**src/rtl/core/echo_pulse_range_meter_defines.svh**
```systemverilog
// ----------------------------------------------------------------------------
// echo_pulse_range_meter_defines
// assertion macros used by the range meter core
// ----------------------------------------------------------------------------
`ifndef ECHO_PULSE_RANGE_METER_DEFINES_SVH
`define ECHO_PULSE_RANGE_METER_DEFINES_SVH

// same-cycle implication, sampled on clk, off while arst_n is low
`define EPR_ASSERT_SAME(lbl, ante, cons, msg) \
	lbl: assert property (@(posedge clk) disable iff (!arst_n) (ante) |-> (cons)) \
		else $error(msg);

// next-cycle implication, sampled on clk, off while arst_n is low
`define EPR_ASSERT_NEXT(lbl, ante, cons, msg) \
	lbl: assert property (@(posedge clk) disable iff (!arst_n) (ante) |=> (cons)) \
		else $error(msg);

`endif

```
**src/rtl/core/epr_pkg.sv**
```systemverilog
// ----------------------------------------------------------------------------
// epr_pkg
// shared constants, types and helpers of the echo pulse range meter
// ----------------------------------------------------------------------------
`timescale 1ns / 1ps
`default_nettype none

package epr_pkg;

	// width of the phase and echo counters
	localparam int CountWidth = 22;
	localparam logic [CountWidth-1:0] CountMax = {CountWidth{1'b1}};

	// wide enough to compare any counter against any register
	localparam int CmpWidth = 33;

	localparam int EnableWidth  = 1;
	localparam int TrigWidth    = 10;
	localparam int TimeoutWidth = 22;
	localparam int CfgDataWidth = 22;
	localparam int CfgIndexWidth = 2;

	localparam int DistWidth = 16;
	localparam int EchoWidth = 22;
	localparam logic [DistWidth-1:0] DistMax = {DistWidth{1'b1}};
	localparam logic [EchoWidth-1:0] EchoMax = {EchoWidth{1'b1}};

	localparam logic [TrigWidth-1:0]    TrigReset    = 10'd10;
	localparam logic [TimeoutWidth-1:0] TimeoutReset = 22'd3000000;

	// register indexes
	localparam logic [CfgIndexWidth-1:0] REG_ENABLE  = 2'd0;
	localparam logic [CfgIndexWidth-1:0] REG_TRIGGER = 2'd1;
	localparam logic [CfgIndexWidth-1:0] REG_TIMEOUT = 2'd2;

	// cm = echo / 58 = (echo >> 1) / 29, done with a reciprocal multiply
	localparam int CmHalfDivisor = 29;
	localparam int RecipShift = CountWidth + 4;
	localparam logic [CountWidth-1:0] Recip =
		CountWidth'((64'd1 << RecipShift) / 64'(CmHalfDivisor) + 64'd1);
	localparam int ProdWidth = (CountWidth - 1) + CountWidth;
	localparam int QuotWidth = ProdWidth - RecipShift;

	typedef struct packed {
		logic                    enable;
		logic [TrigWidth-1:0]    trigger_ticks;
		logic [TimeoutWidth-1:0] timeout_ticks;
	} cfg_t;

	function automatic logic [CountWidth-1:0] sat_inc(input logic [CountWidth-1:0] v);
		sat_inc = (v == CountMax) ? v : v + 1'b1;
	endfunction

endpackage

`default_nettype wire

```
**src/rtl/core/epr_in_if.sv**
```systemverilog
// ----------------------------------------------------------------------------
// epr_in_if
// sample channel: one echo level item per microsecond tick
// ----------------------------------------------------------------------------
`timescale 1ns / 1ps
`default_nettype none

interface epr_in_if;
	logic valid;
	logic ready;
	logic echo_level;

	modport source (output valid, output echo_level, input ready);
	modport sink (input valid, input echo_level, output ready);
endinterface

`default_nettype wire

```
**src/rtl/core/epr_out_if.sv**
```systemverilog
// ----------------------------------------------------------------------------
// epr_out_if
// result channel: one item per accepted tick
// ----------------------------------------------------------------------------
`timescale 1ns / 1ps
`default_nettype none

interface epr_out_if;
	logic                              valid;
	logic                              ready;
	logic                              trigger_out;
	logic                              distance_valid;
	logic [epr_pkg::DistWidth-1:0]     distance_cm;
	logic [epr_pkg::EchoWidth-1:0]     echo_time_us;
	logic                              timed_out;

	modport source (output valid, output trigger_out, output distance_valid,
		output distance_cm, output echo_time_us, output timed_out, input ready);
	modport sink (input valid, input trigger_out, input distance_valid,
		input distance_cm, input echo_time_us, input timed_out, output ready);
endinterface

`default_nettype wire

```
**src/rtl/core/echo_pulse_range_meter.sv**
```systemverilog
// Ultrasonic echo pulse range meter. Feed one sample item per microsecond tick
// and take one result item back for each. The sequencer drives trigger_out
// for trigger_ticks items (one if zero), waits for the echo to rise, counts
// the high ticks and reports echo_time_us and distance_cm (echo time / 58)
// with distance_valid on the tick the echo falls, then passes one idle tick
// and re-triggers. When wait plus measure exceeds timeout_ticks it raises
// timed_out instead. One item is taken every clock cycle while the result
// is not stalled, since the whole phase update and the divide-by-58 multiply
// sit between the sample register and the result register; each sample
// passes through the sample register into the result register, and a
// stalled result holds off further samples.
// Writing enable to zero holds the block in its reset state.
`timescale 1ns / 1ps
`default_nettype none

// ----------------------------------------------------------------------------
// echo_pulse_range_meter
// top level: configuration registers and range measurement core
// ----------------------------------------------------------------------------

module echo_pulse_range_meter (
	input  wire logic                               clk,
	input  wire logic                               arst_n,
	input  wire logic                               cfg_we,
	input  wire logic [epr_pkg::CfgIndexWidth-1:0]  cfg_index,
	input  wire logic [epr_pkg::CfgDataWidth-1:0]   cfg_data,
	epr_in_if.sink                                  sample,
	epr_out_if.source                               result
);

	epr_pkg::cfg_t cfg;

	epr_regs u_regs (
		.clk       (clk),
		.arst_n    (arst_n),
		.cfg_we    (cfg_we),
		.cfg_index (cfg_index),
		.cfg_data  (cfg_data),
		.cfg       (cfg)
	);

	epr_core u_core (
		.clk    (clk),
		.arst_n (arst_n),
		.cfg    (cfg),
		.sample (sample),
		.result (result)
	);

endmodule

`default_nettype wire

```
**src/rtl/core/epr_regs.sv**
```systemverilog
// ----------------------------------------------------------------------------
// epr_regs
// configuration registers with their reset values
// ----------------------------------------------------------------------------
`timescale 1ns / 1ps
`default_nettype none

module epr_regs (
	input  wire logic                               clk,
	input  wire logic                               arst_n,
	input  wire logic                               cfg_we,
	input  wire logic [epr_pkg::CfgIndexWidth-1:0]  cfg_index,
	input  wire logic [epr_pkg::CfgDataWidth-1:0]   cfg_data,
	output epr_pkg::cfg_t                           cfg
);

	epr_pkg::cfg_t cfg_q;

	always_ff @(posedge clk or negedge arst_n) begin
		if (!arst_n) begin
			cfg_q.enable        <= 1'b1;
			cfg_q.trigger_ticks <= epr_pkg::TrigReset;
			cfg_q.timeout_ticks <= epr_pkg::TimeoutReset;
		end else if (cfg_we) begin
			case (cfg_index)
				epr_pkg::REG_ENABLE: begin
					cfg_q.enable <= cfg_data[0];
				end
				epr_pkg::REG_TRIGGER: begin
					cfg_q.trigger_ticks <= cfg_data[epr_pkg::TrigWidth-1:0];
				end
				epr_pkg::REG_TIMEOUT: begin
					cfg_q.timeout_ticks <= cfg_data[epr_pkg::TimeoutWidth-1:0];
				end
				default: begin
					// writes to unused indexes are dropped
				end
			endcase
		end
	end

	assign cfg = cfg_q;

endmodule

`default_nettype wire

```
**src/rtl/core/epr_cm_conv.sv**
```systemverilog
// ----------------------------------------------------------------------------
// epr_cm_conv
// echo count to reported echo time and distance in cm (divide by 58)
// ----------------------------------------------------------------------------
`timescale 1ns / 1ps
`default_nettype none

module epr_cm_conv (
	input  wire logic [epr_pkg::CountWidth-1:0] echo_count,
	output logic      [epr_pkg::DistWidth-1:0]  distance_cm,
	output logic      [epr_pkg::EchoWidth-1:0]  echo_time_us
);

	logic [epr_pkg::CountWidth-2:0] half;
	logic [epr_pkg::ProdWidth-1:0]  prod;
	logic [epr_pkg::QuotWidth-1:0]  quot;

	// reciprocal of 29 is exact for every half count that fits the counter
	assign half = echo_count[epr_pkg::CountWidth-1:1];
	assign prod = epr_pkg::ProdWidth'(half) * epr_pkg::ProdWidth'(epr_pkg::Recip);
	assign quot = prod[epr_pkg::ProdWidth-1:epr_pkg::RecipShift];

	assign distance_cm =
		(epr_pkg::CmpWidth'(quot) > epr_pkg::CmpWidth'(epr_pkg::DistMax))
			? epr_pkg::DistMax : epr_pkg::DistWidth'(quot);

	assign echo_time_us =
		(epr_pkg::CmpWidth'(echo_count) > epr_pkg::CmpWidth'(epr_pkg::EchoMax))
			? epr_pkg::EchoMax : epr_pkg::EchoWidth'(echo_count);

endmodule

`default_nettype wire

```
**src/rtl/core/epr_core.sv**
```systemverilog
// ----------------------------------------------------------------------------
// epr_core
// sample register, phase sequencer and result register
// ----------------------------------------------------------------------------
`timescale 1ns / 1ps
`default_nettype none

`include "echo_pulse_range_meter_defines.svh"

module epr_core (
	input  wire logic          clk,
	input  wire logic          arst_n,
	input  wire epr_pkg::cfg_t cfg,
	epr_in_if.sink             sample,
	epr_out_if.source          result
);

	typedef enum logic [1:0] {
		PH_TRIGGER,
		PH_WAIT,
		PH_MEASURE,
		PH_DONE
	} phase_t;

	localparam int CW = epr_pkg::CountWidth;
	localparam int CMW = epr_pkg::CmpWidth;

	// input stage
	logic valid_s1;
	logic echo_s1;
	logic adv;
	logic in_ready;

	// sequencer state and result register
	phase_t          phase_q;
	logic [CW-1:0]   elapsed_q;
	logic [CW-1:0]   count_q;
	logic            out_valid_q;
	logic            trig_q;
	logic            dvalid_q;
	logic [epr_pkg::DistWidth-1:0] dist_q;
	logic [epr_pkg::EchoWidth-1:0] etime_q;
	logic            tmo_q;

	// next values
	phase_t          phase_d;
	logic [CW-1:0]   elapsed_d;
	logic [CW-1:0]   count_d;
	logic            trig_d;
	logic            dvalid_d;
	logic [epr_pkg::DistWidth-1:0] dist_d;
	logic [epr_pkg::EchoWidth-1:0] etime_d;
	logic            tmo_d;

	logic [CW-1:0]   elapsed_inc;
	logic [epr_pkg::TrigWidth-1:0] trig_len;
	logic [epr_pkg::DistWidth-1:0] conv_dist;
	logic [epr_pkg::EchoWidth-1:0] conv_etime;

	assign adv      = valid_s1 && (!out_valid_q || result.ready);
	assign in_ready = !valid_s1 || adv;
	assign sample.ready = in_ready;

	always_ff @(posedge clk or negedge arst_n) begin
		if (!arst_n) begin
			valid_s1 <= 1'b0;
			echo_s1  <= 1'b0;
		end else if (in_ready) begin
			valid_s1 <= sample.valid;
			echo_s1  <= sample.echo_level;
		end
	end

	epr_cm_conv u_cm_conv (
		.echo_count   (count_q),
		.distance_cm  (conv_dist),
		.echo_time_us (conv_etime)
	);

	assign elapsed_inc = epr_pkg::sat_inc(elapsed_q);
	assign trig_len = (cfg.trigger_ticks == '0) ? epr_pkg::TrigWidth'(1)
		: cfg.trigger_ticks;

	always_comb begin
		phase_d   = phase_q;
		elapsed_d = elapsed_q;
		count_d   = count_q;
		trig_d    = 1'b0;
		dvalid_d  = 1'b0;
		dist_d    = '0;
		etime_d   = '0;
		tmo_d     = 1'b0;
		if (!cfg.enable) begin
			phase_d   = PH_TRIGGER;
			elapsed_d = '0;
			count_d   = '0;
		end else begin
			case (phase_q)
				PH_TRIGGER: begin
					trig_d = 1'b1;
					if (CMW'(elapsed_inc) >= CMW'(trig_len)) begin
						phase_d   = PH_WAIT;
						elapsed_d = '0;
					end else begin
						elapsed_d = elapsed_inc;
					end
				end
				PH_WAIT, PH_MEASURE: begin
					if (phase_q == PH_MEASURE && !echo_s1) begin
						// falling edge wins over a timeout on the same tick
						dvalid_d  = 1'b1;
						dist_d    = conv_dist;
						etime_d   = conv_etime;
						phase_d   = PH_DONE;
						elapsed_d = '0;
						count_d   = '0;
					end else if (CMW'(elapsed_inc) > CMW'(cfg.timeout_ticks)) begin
						tmo_d     = 1'b1;
						phase_d   = PH_DONE;
						elapsed_d = '0;
						count_d   = '0;
					end else begin
						elapsed_d = elapsed_inc;
						if (echo_s1) begin
							// rise tick counts as one
							count_d = (phase_q == PH_WAIT) ? CW'(1)
								: epr_pkg::sat_inc(count_q);
							phase_d = PH_MEASURE;
						end
					end
				end
				default: begin
					phase_d   = PH_TRIGGER;
					elapsed_d = '0;
					count_d   = '0;
				end
			endcase
		end
	end

	always_ff @(posedge clk or negedge arst_n) begin
		if (!arst_n) begin
			phase_q     <= PH_TRIGGER;
			elapsed_q   <= '0;
			count_q     <= '0;
			out_valid_q <= 1'b0;
			trig_q      <= 1'b0;
			dvalid_q    <= 1'b0;
			dist_q      <= '0;
			etime_q     <= '0;
			tmo_q       <= 1'b0;
		end else if (adv) begin
			phase_q     <= phase_d;
			elapsed_q   <= elapsed_d;
			count_q     <= count_d;
			out_valid_q <= 1'b1;
			trig_q      <= trig_d;
			dvalid_q    <= dvalid_d;
			dist_q      <= dist_d;
			etime_q     <= etime_d;
			tmo_q       <= tmo_d;
		end else if (result.ready) begin
			out_valid_q <= 1'b0;
		end
	end

	assign result.valid          = out_valid_q;
	assign result.trigger_out    = trig_q;
	assign result.distance_valid = dvalid_q;
	assign result.distance_cm    = dist_q;
	assign result.echo_time_us   = etime_q;
	assign result.timed_out      = tmo_q;

	`EPR_ASSERT_SAME(a_measure_has_count, phase_q == PH_MEASURE, count_q != '0,
		"measuring with zero echo count")
	`EPR_ASSERT_NEXT(a_disabled_quiet, adv && !cfg.enable,
		!trig_q && !dvalid_q && !tmo_q && phase_q == PH_TRIGGER, "disabled item not quiet")
	`EPR_ASSERT_SAME(a_flags_exclusive, out_valid_q,
		!(dvalid_q && tmo_q) && !(trig_q && (dvalid_q || tmo_q)), "result flags overlap")
	`EPR_ASSERT_SAME(a_no_stale_payload, out_valid_q && !dvalid_q,
		dist_q == '0 && etime_q == '0, "payload without distance_valid")
	`EPR_ASSERT_SAME(a_cm_quotient, out_valid_q && dvalid_q && dist_q != epr_pkg::DistMax,
		(24'(dist_q) * 24'd58 <= 24'(etime_q)) && (24'(etime_q) < 24'(dist_q) * 24'd58 + 24'd58),
		"distance does not match echo time")

endmodule

`default_nettype wire

```
**src/flat_wrapper.sv**
```systemverilog
// flat-port wrapper written by rule: the top's interface ports become plain ports
module echo_pulse_range_meter_flat 
  (clk, arst_n, cfg_we, cfg_index, cfg_data, sample_valid, sample_echo_level, sample_ready, result_valid, result_trigger_out, result_distance_valid, result_distance_cm, result_echo_time_us, result_timed_out, result_ready);
  epr_in_if sample_i ();
  epr_out_if result_i ();
  input  wire logic clk;
  input  wire logic arst_n;
  input  wire logic cfg_we;
  input  wire logic [epr_pkg::CfgIndexWidth-1:0] cfg_index;
  input  wire logic [epr_pkg::CfgDataWidth-1:0] cfg_data;
  input wire logic [$bits(sample_i.valid)-1:0] sample_valid;
  input wire logic [$bits(sample_i.echo_level)-1:0] sample_echo_level;
  output wire logic [$bits(sample_i.ready)-1:0] sample_ready;
  output wire logic [$bits(result_i.valid)-1:0] result_valid;
  output wire logic [$bits(result_i.trigger_out)-1:0] result_trigger_out;
  output wire logic [$bits(result_i.distance_valid)-1:0] result_distance_valid;
  output wire logic [$bits(result_i.distance_cm)-1:0] result_distance_cm;
  output wire logic [$bits(result_i.echo_time_us)-1:0] result_echo_time_us;
  output wire logic [$bits(result_i.timed_out)-1:0] result_timed_out;
  input wire logic [$bits(result_i.ready)-1:0] result_ready;
  assign sample_i.valid = sample_valid;
  assign sample_i.echo_level = sample_echo_level;
  assign sample_ready = sample_i.ready;
  assign result_valid = result_i.valid;
  assign result_trigger_out = result_i.trigger_out;
  assign result_distance_valid = result_i.distance_valid;
  assign result_distance_cm = result_i.distance_cm;
  assign result_echo_time_us = result_i.echo_time_us;
  assign result_timed_out = result_i.timed_out;
  assign result_i.ready = result_ready;
  echo_pulse_range_meter u_core (.clk(clk), .arst_n(arst_n), .cfg_we(cfg_we), .cfg_index(cfg_index), .cfg_data(cfg_data), .sample(sample_i), .result(result_i));
endmodule
```
**config.mk**
```make
export PLATFORM = sky130hd
export DESIGN_NAME = echo_pulse_range_meter_flat
export DESIGN_NICKNAME = d
export VERILOG_FILES = /design/src/rtl/core/epr_pkg.sv /design/src/rtl/core/epr_in_if.sv /design/src/rtl/core/epr_out_if.sv /design/src/rtl/core/echo_pulse_range_meter.sv /design/src/rtl/core/epr_regs.sv /design/src/rtl/core/epr_cm_conv.sv /design/src/rtl/core/epr_core.sv /design/src/flat_wrapper.sv
export VERILOG_INCLUDE_DIRS = /design/src /design/src/rtl/core
export SDC_FILE = /design/constraint.sdc
export NUM_CORES = 1
export LEC_CHECK = 0
export BUFFER_PORTS_ARGS = -buffer_cell sky130_fd_sc_hd__clkbuf_2
export CORE_MARGIN = 2
export CORE_UTILIZATION = 30
export DETAILED_ROUTE_END_ITERATION = 12
export GPL_TIMING_DRIVEN = 0
export PLACE_DENSITY = 0.55
export SYNTH_ARGS = -nofsm -noshare
export SYNTH_HDL_FRONTEND = slang
export SYNTH_SLANG_ARGS = --single-unit
export TNS_END_PERCENT = 100
```
**constraint.sdc**
```tcl
create_clock -name clk -period 8.3 [get_ports clk]
set_clock_uncertainty 0.05 [all_clocks]
set_input_delay 0.83 -clock clk [delete_from_list [all_inputs] [get_ports clk]]
set_output_delay 0.83 -clock clk [all_outputs]
set_load 0.005 [all_outputs]
```
# == Word-level counts from Yosys, hierarchy flattened ==
# Index checks and enable logic that the tools add are counted.
# totals
reg_bits,123
elab_cells,85
out_inout_bits,43
inputBits,30
# classes
muxes,38
eq_ne,10
n_lt_le_gt_ge,3
n_addsub,2
reduce_logical,17
n_mul,1
# ops
op,n
two-way mux 22 bit,14
case mux 22 bit (2 select lines),2
two-way mux 16 bit,4
adder 22 x 1 -> 22 bit (second input constant),2
== test 22 bit (second input constant),2
multiplier 21 x 22 -> 43 bit (second input constant),1
>= comparator 22 x 10 -> 1 bit,1
> comparator 22 bit,1
> comparator 17 x 16 -> 1 bit (second input constant),1
two-way mux 1 bit,11
logical NOT 10 bit,1
two-way mux 10 bit,1
two-way mux 2 bit,5
inequality test 6 bit (second input constant),1
AND reduction 2 bit,3
inequality test 5 bit (second input constant),1
== test 2 x 1 -> 1 bit (second input constant),2
== test 2 bit (second input constant),2
logical NOT 2 bit,2
case mux 2 bit (2 select lines),1
AND reduction 4 bit,1
logical NOT 1 bit,3
inequality test 3 bit (second input constant),1
AND reduction 3 bit,1
other kinds (5),7

# == Depth between registers and ports, before layout ==
# depth
depth_word,8
ltp_mapped,24
mapped_depth_nobuf,23

# == Modules after synthesis ==
# A second synthesis with hierarchy kept.
# hier_totals
cells_unflattened,1498
area_unflattened_um2,15129.5
# by_module_without_submodules
module,seq_area_each_um2,n_inst,cells_per_inst,area_each_um2
epr_cm_conv,0.0,1,816,8167.8
epr_core,2252.2,1,610,5566.6
epr_regs,842.1,1,72,1395.1

# == Worst setup path after synthesis ==
# Ideal clock, no wire load.
# synth_path
path_type,flip-flop to flip-flop
startpoint,register u_core.u_core.count_q[4]
endpoint,register u_core.u_core.dist_q (netlist bit u_core.u_core.result.distance_cm[14])
setup_slack_ns,1.874
path_stages_with_launch,24
period_less_slack_ns,6.426
t_arrival_ns,6.239
setup_time_ns,0.137
n_path_buf,1
required_time_ns,8.113
path_cell_list,dfrtp_1 -> fa_1 -> inv_1 -> fa_1 -> fa_1 -> inv_1 -> fa_1 -> inv_1 -> fa_1 -> inv_1 -> fa_1 -> inv_1 -> fa_1 -> inv_1 -> ha_1 -> nand4_1 -> or3_1 -> a41oi_2 -> o21ai_1 -> nand2b_2 -> nor3_1 -> a211oi_4 -> buf_6 -> o211ai_1
# synth_via
elab_chain_len,6
# synth_lines
item,line_no,source
from (decl),epr_core.sv:37,logic [CW-1:0] count_q;
from (signal assigned),epr_core.sv:155,count_q <= count_d;
multiplier 21 x 22 -> 43 bit *,epr_cm_conv.sv:20,assign prod = epr_pkg::ProdWidth'(half) * epr_pkg::ProdWidth'(epr_pkg::Recip);
> comparator 17 x 16 -> 1 bit,epr_cm_conv.sv:24,(epr_pkg::CmpWidth'(quot) > epr_pkg::CmpWidth'(epr_pkg::DistMax))
two-way mux 16 bit *,epr_cm_conv.sv:25,? epr_pkg::DistMax : epr_pkg::DistWidth'(quot);
two-way mux 16 bit *,epr_core.sv:109,if (phase_q == PH_MEASURE && !echo_s1) begin
two-way mux 16 bit *,epr_core.sv:98,case (phase_q)
two-way mux 16 bit *,epr_core.sv:93,if (!cfg.enable) begin
to (signal assigned),epr_core.sv:159,dist_q <= dist_d;
to (decl),epr_core.sv:41,logic [epr_pkg::DistWidth-1:0] dist_q;
# Mark *: on every way between the ends. The rest lies on a longest branch, timed or not.
# A chain may end at the register's enable or synchronous reset.

# == Final worst setup path ==
# Same ends and word-level chain as after synthesis.

==> results.md <==
* Status: finished clean
* Avg Inst Size Synth at 9.89 um2
* P_leak at 9.07 nW
* Highest clock rate at 133 MHz
* I/O pin count at 73
* Ys async rst share at 100%
* Post-CTS Setup Inserts at 0
* Resized Gates After CTS at 0
* Crit-path max FO at 11
* Post-synthesis sequential area ratio at 20.9%
* Core area at 48700 um2
* Tot Pwr at 2.02 mW
* DRC viols at 0
* Hold Crit Class: in2async
* Largest net degree at the start of global routing at 81
* Worst R2R End: u_core.u_core.result.distance_cm[14]
* Root Driver: clkbuf_16
* Critical path class: reg2reg
* Max-Cap Viols at 0
* Synth Flop Type: dfrtp_1
* Rows at 81
* Hold_buf cts at 0
* Part of the power in registers at 34.5%
* Combinational Power Share at 24.8%
* Fin Hold WS at 0.248 ns
* Placed insts at 2232
* Worst Max-Slew Pin Slew at 1.05 ns
* TritonCTS Buffers at 17
* RSZ-0062 raised after global routing: false
* Vias in the first global route at 11500
* Relative slew slack at 29.6%
* Most common cell after layout, fill and taps aside: inv_1
* Clock Sinks at 123
* 1st-pass router iterations at 5
* Detailed Route Iter0 Violations at 524
* Pwr dens at 121 nW/um2
* Layout area overhead at 12.5%
* Syn_nets at 1937
* Die width at 226 um
* Slew Viols, Final at 0
* Post-route ant nets at 0
* Wire per inst at 18.0 um
* Crit path launch: u_core.u_core.count_q[4]
* Critical Path End: u_core.u_core.result.distance_cm[14]
* Total gr overflow at 0
* Net Sw Power at 0.667 mW
* Worst skew pair latency at 0.45 ns
* Worst setup SP type: flip-flop
* Worst reg2reg setup slack at 0.78 ns
* H-tree level count at 4
* RR Startpoint: u_core.u_core.count_q[4]
* Final Setup Violations at 0
* Net Sw Frac at 33.1%
* Initial Util at 30.3%
* Vias per cell at 4.83
* Routability Congestion at 0.895
* NumNets Final at 2029
* Worst r2r path cells at 23
* CTS tree: done
* Drt total wl at 40700 um
* Chip height at 226 um
* Final core occ at 34.1%
* Die area at 51100 um2
* Global-route wire length before repair at 66000 um
* CP arrival at 7.76 ns
* Detailed placer's ending HPWL at 34200 um
* Setup crit end kind: flip-flop
* Clock Power Share at 40.7%
* Post-synth EDFFs at 0
* Most frequent cells in the layout: inv_1 (284), ha_1 (238), fa_1 (174)
* Cell Area, Synth at 14800 um2
* Crit path required time at 8.54 ns
* Yosys cell types at 72
* Clk slew on worst S/H paths at 0.06 ns
* Period utilization at 90.6%
* GRT Resource Usage Total at 17.0%
* Warning count from the yosys run at 0
* Longest Clk Path Bufs at 2
* Initial antenna violation count at 0
* Share of cells above drive strength 1 at 11.8%
* Diodes inserted at 0
* Setup tns final at 0 ns
* Non-Filler Instances at 2264
* Final Hold Fails at 0
* Gate count after technology mapping at 1495
* Via count at 10900
* Maximum VDD drop at 160 uV
* P_int at 1.35 mW
* IO Port Bufs at 72
* Post-layout min period at 7.52 ns
* #FFs+latches synth at 123
==> sequential cells by signal (all words and copies together) (netlist names), 2 cells and up <==
register and count:
u_core.u_core.elapsed_q 22, u_core.u_core.result.distance_cm 16, u_core.u_core.phase_q 2, u_core.u_regs.cfg 33, u_core.u_core.count_q 22, u_core.u_core.result.echo_time_us 22
==> critical path, cell delays in order (launching register included) <==
cell and delay, ns:
dfrtp_1 0.86, fa_1 0.59, inv_1 0.10, fa_1 0.43, fa_1 0.51, inv_1 0.05, fa_1 0.54, inv_1 0.06
fa_1 0.48, inv_1 0.06, fa_1 0.53, inv_1 0.05, fa_1 0.51, inv_1 0.04, ha_1 0.36, nand4_1 0.16
or3_1 0.35, a41oi_2 0.40, o21ai_1 0.18, nand2b_2 0.19, nor3_1 0.11, a211oi_4 0.42, buf_6 0.21, o211ai_1 0.09
==> layer usage <==
layer	up-vias	GRT usage (%)	share of wire, %
li1	5244	-	-
met1	5409	22.4	45
met2	236	28.5	48
met3	45	3.27	4.2
met4	0	4.81	2.2
met5	-	0	0
==> synthesized netlist by cell type, types with 3 or more instances <==
cell type	count	area share (%)
a221oi_1	3	0.18
nand3b_1	4	0.20
xnor2_1	15	0.89
o31ai_1	14	0.71
dfrtp_1	110	19
dfstp_2	13	2.3
and2_1	3	0.13
nor2b_1	7	0.30
or2_2	7	0.30
nor2_1	45	1.1
nand3_1	21	0.71
mux2_2	37	2.8
or3_1	12	0.51
o21ai_0	86	2.9
clkbuf_1	24	0.61
a21o_1	21	1.1
nor3_1	22	0.74
a31oi_1	15	0.63
o21a_1	3	0.15
o21ai_1	8	0.27
o211ai_1	13	0.66
and3_1	10	0.42
o41ai_1	5	0.30
a211o_1	3	0.18
nor4_1	6	0.25
nand4_1	25	1.1
nand2b_1	9	0.38
a211oi_1	8	0.41
and4_1	6	0.36
a22o_1	14	0.83
nand2_1	103	2.6
ha_1	238	20
xor2_1	13	0.77
buf_2	8	0.27
a21oi_1	52	1.8
fa_1	174	24
inv_1	284	7.2
a22oi_1	7	0.36
mux2i_1	3	0.20
buf_1	3	0.076
==> cell type report <==
type                    instances  area [um2]
inverters                     284        1070
clock buffers                  18         429
repair buffers                 73         397
multi-input cells            1050       10500
fillers                      5065       32100
plain buffers                  38         169
clock inverters                14         190
flip-flops and latches        123        3090
well taps                     664         831
==> worst min path at each step <==
stage                                               from                                   end  cells past startpoint
finish                                            arst_n                  u_core.u_regs.cfg[3]                      1
global route                                      arst_n                  u_core.u_regs.cfg[3]                      1
CTS                                               arst_n                  u_core.u_regs.cfg[3]                      1
detailed placement  u_core.u_core.result.echo_time_us[1]  u_core.u_core.result.echo_time_us[1]                      2
global placement        u_core.u_core.result.trigger_out      u_core.u_core.result.trigger_out                      2
floorplan                 u_core.u_core.result.timed_out        u_core.u_core.result.timed_out                      2
==> power groups by stage <==
stage,Sequential (mW),Clock [mW],Combinational [mW]
6_report,0.696,0.820,0.501
5_1_grt,0.703,0.863,0.573
4_1_cts,0.696,0.837,0.508
3_5_place_dp,0.706,0,0.501
3_3_place_gp,0.705,0,0.495
2_1_floorplan,0.690,0,0.348
==> stage by stage <==
stage          worst slack, ns  cell area (um2)
2_1_floorplan             1.87            14800
3_3_place_gp             0.773            16000
3_5_place_dp             0.804            16000
4_1_cts                  0.744            16600
5_1_grt                  0.376            16600
6_report                 0.778            16600
==> cell families (layout without fill, tap and decap cells) <==
logic type | after synthesis | in the layout | synth area share [%]
AND/OR/NAND/NOR | 295 | 295 | 10.3
AO/OA/AOI/OAI | 275 | 275 | 12.1
multiplexers | 40 | 40 | 3.02
flip-flops | 123 | 123 | 20.9
buffers and inverters | 322 | 427 | 8.35
adder cells (fa/ha/maj) | 412 | 412 | 43.7
XOR/XNOR | 28 | 28 | 1.66
Power figures use the tool's default switching activity.
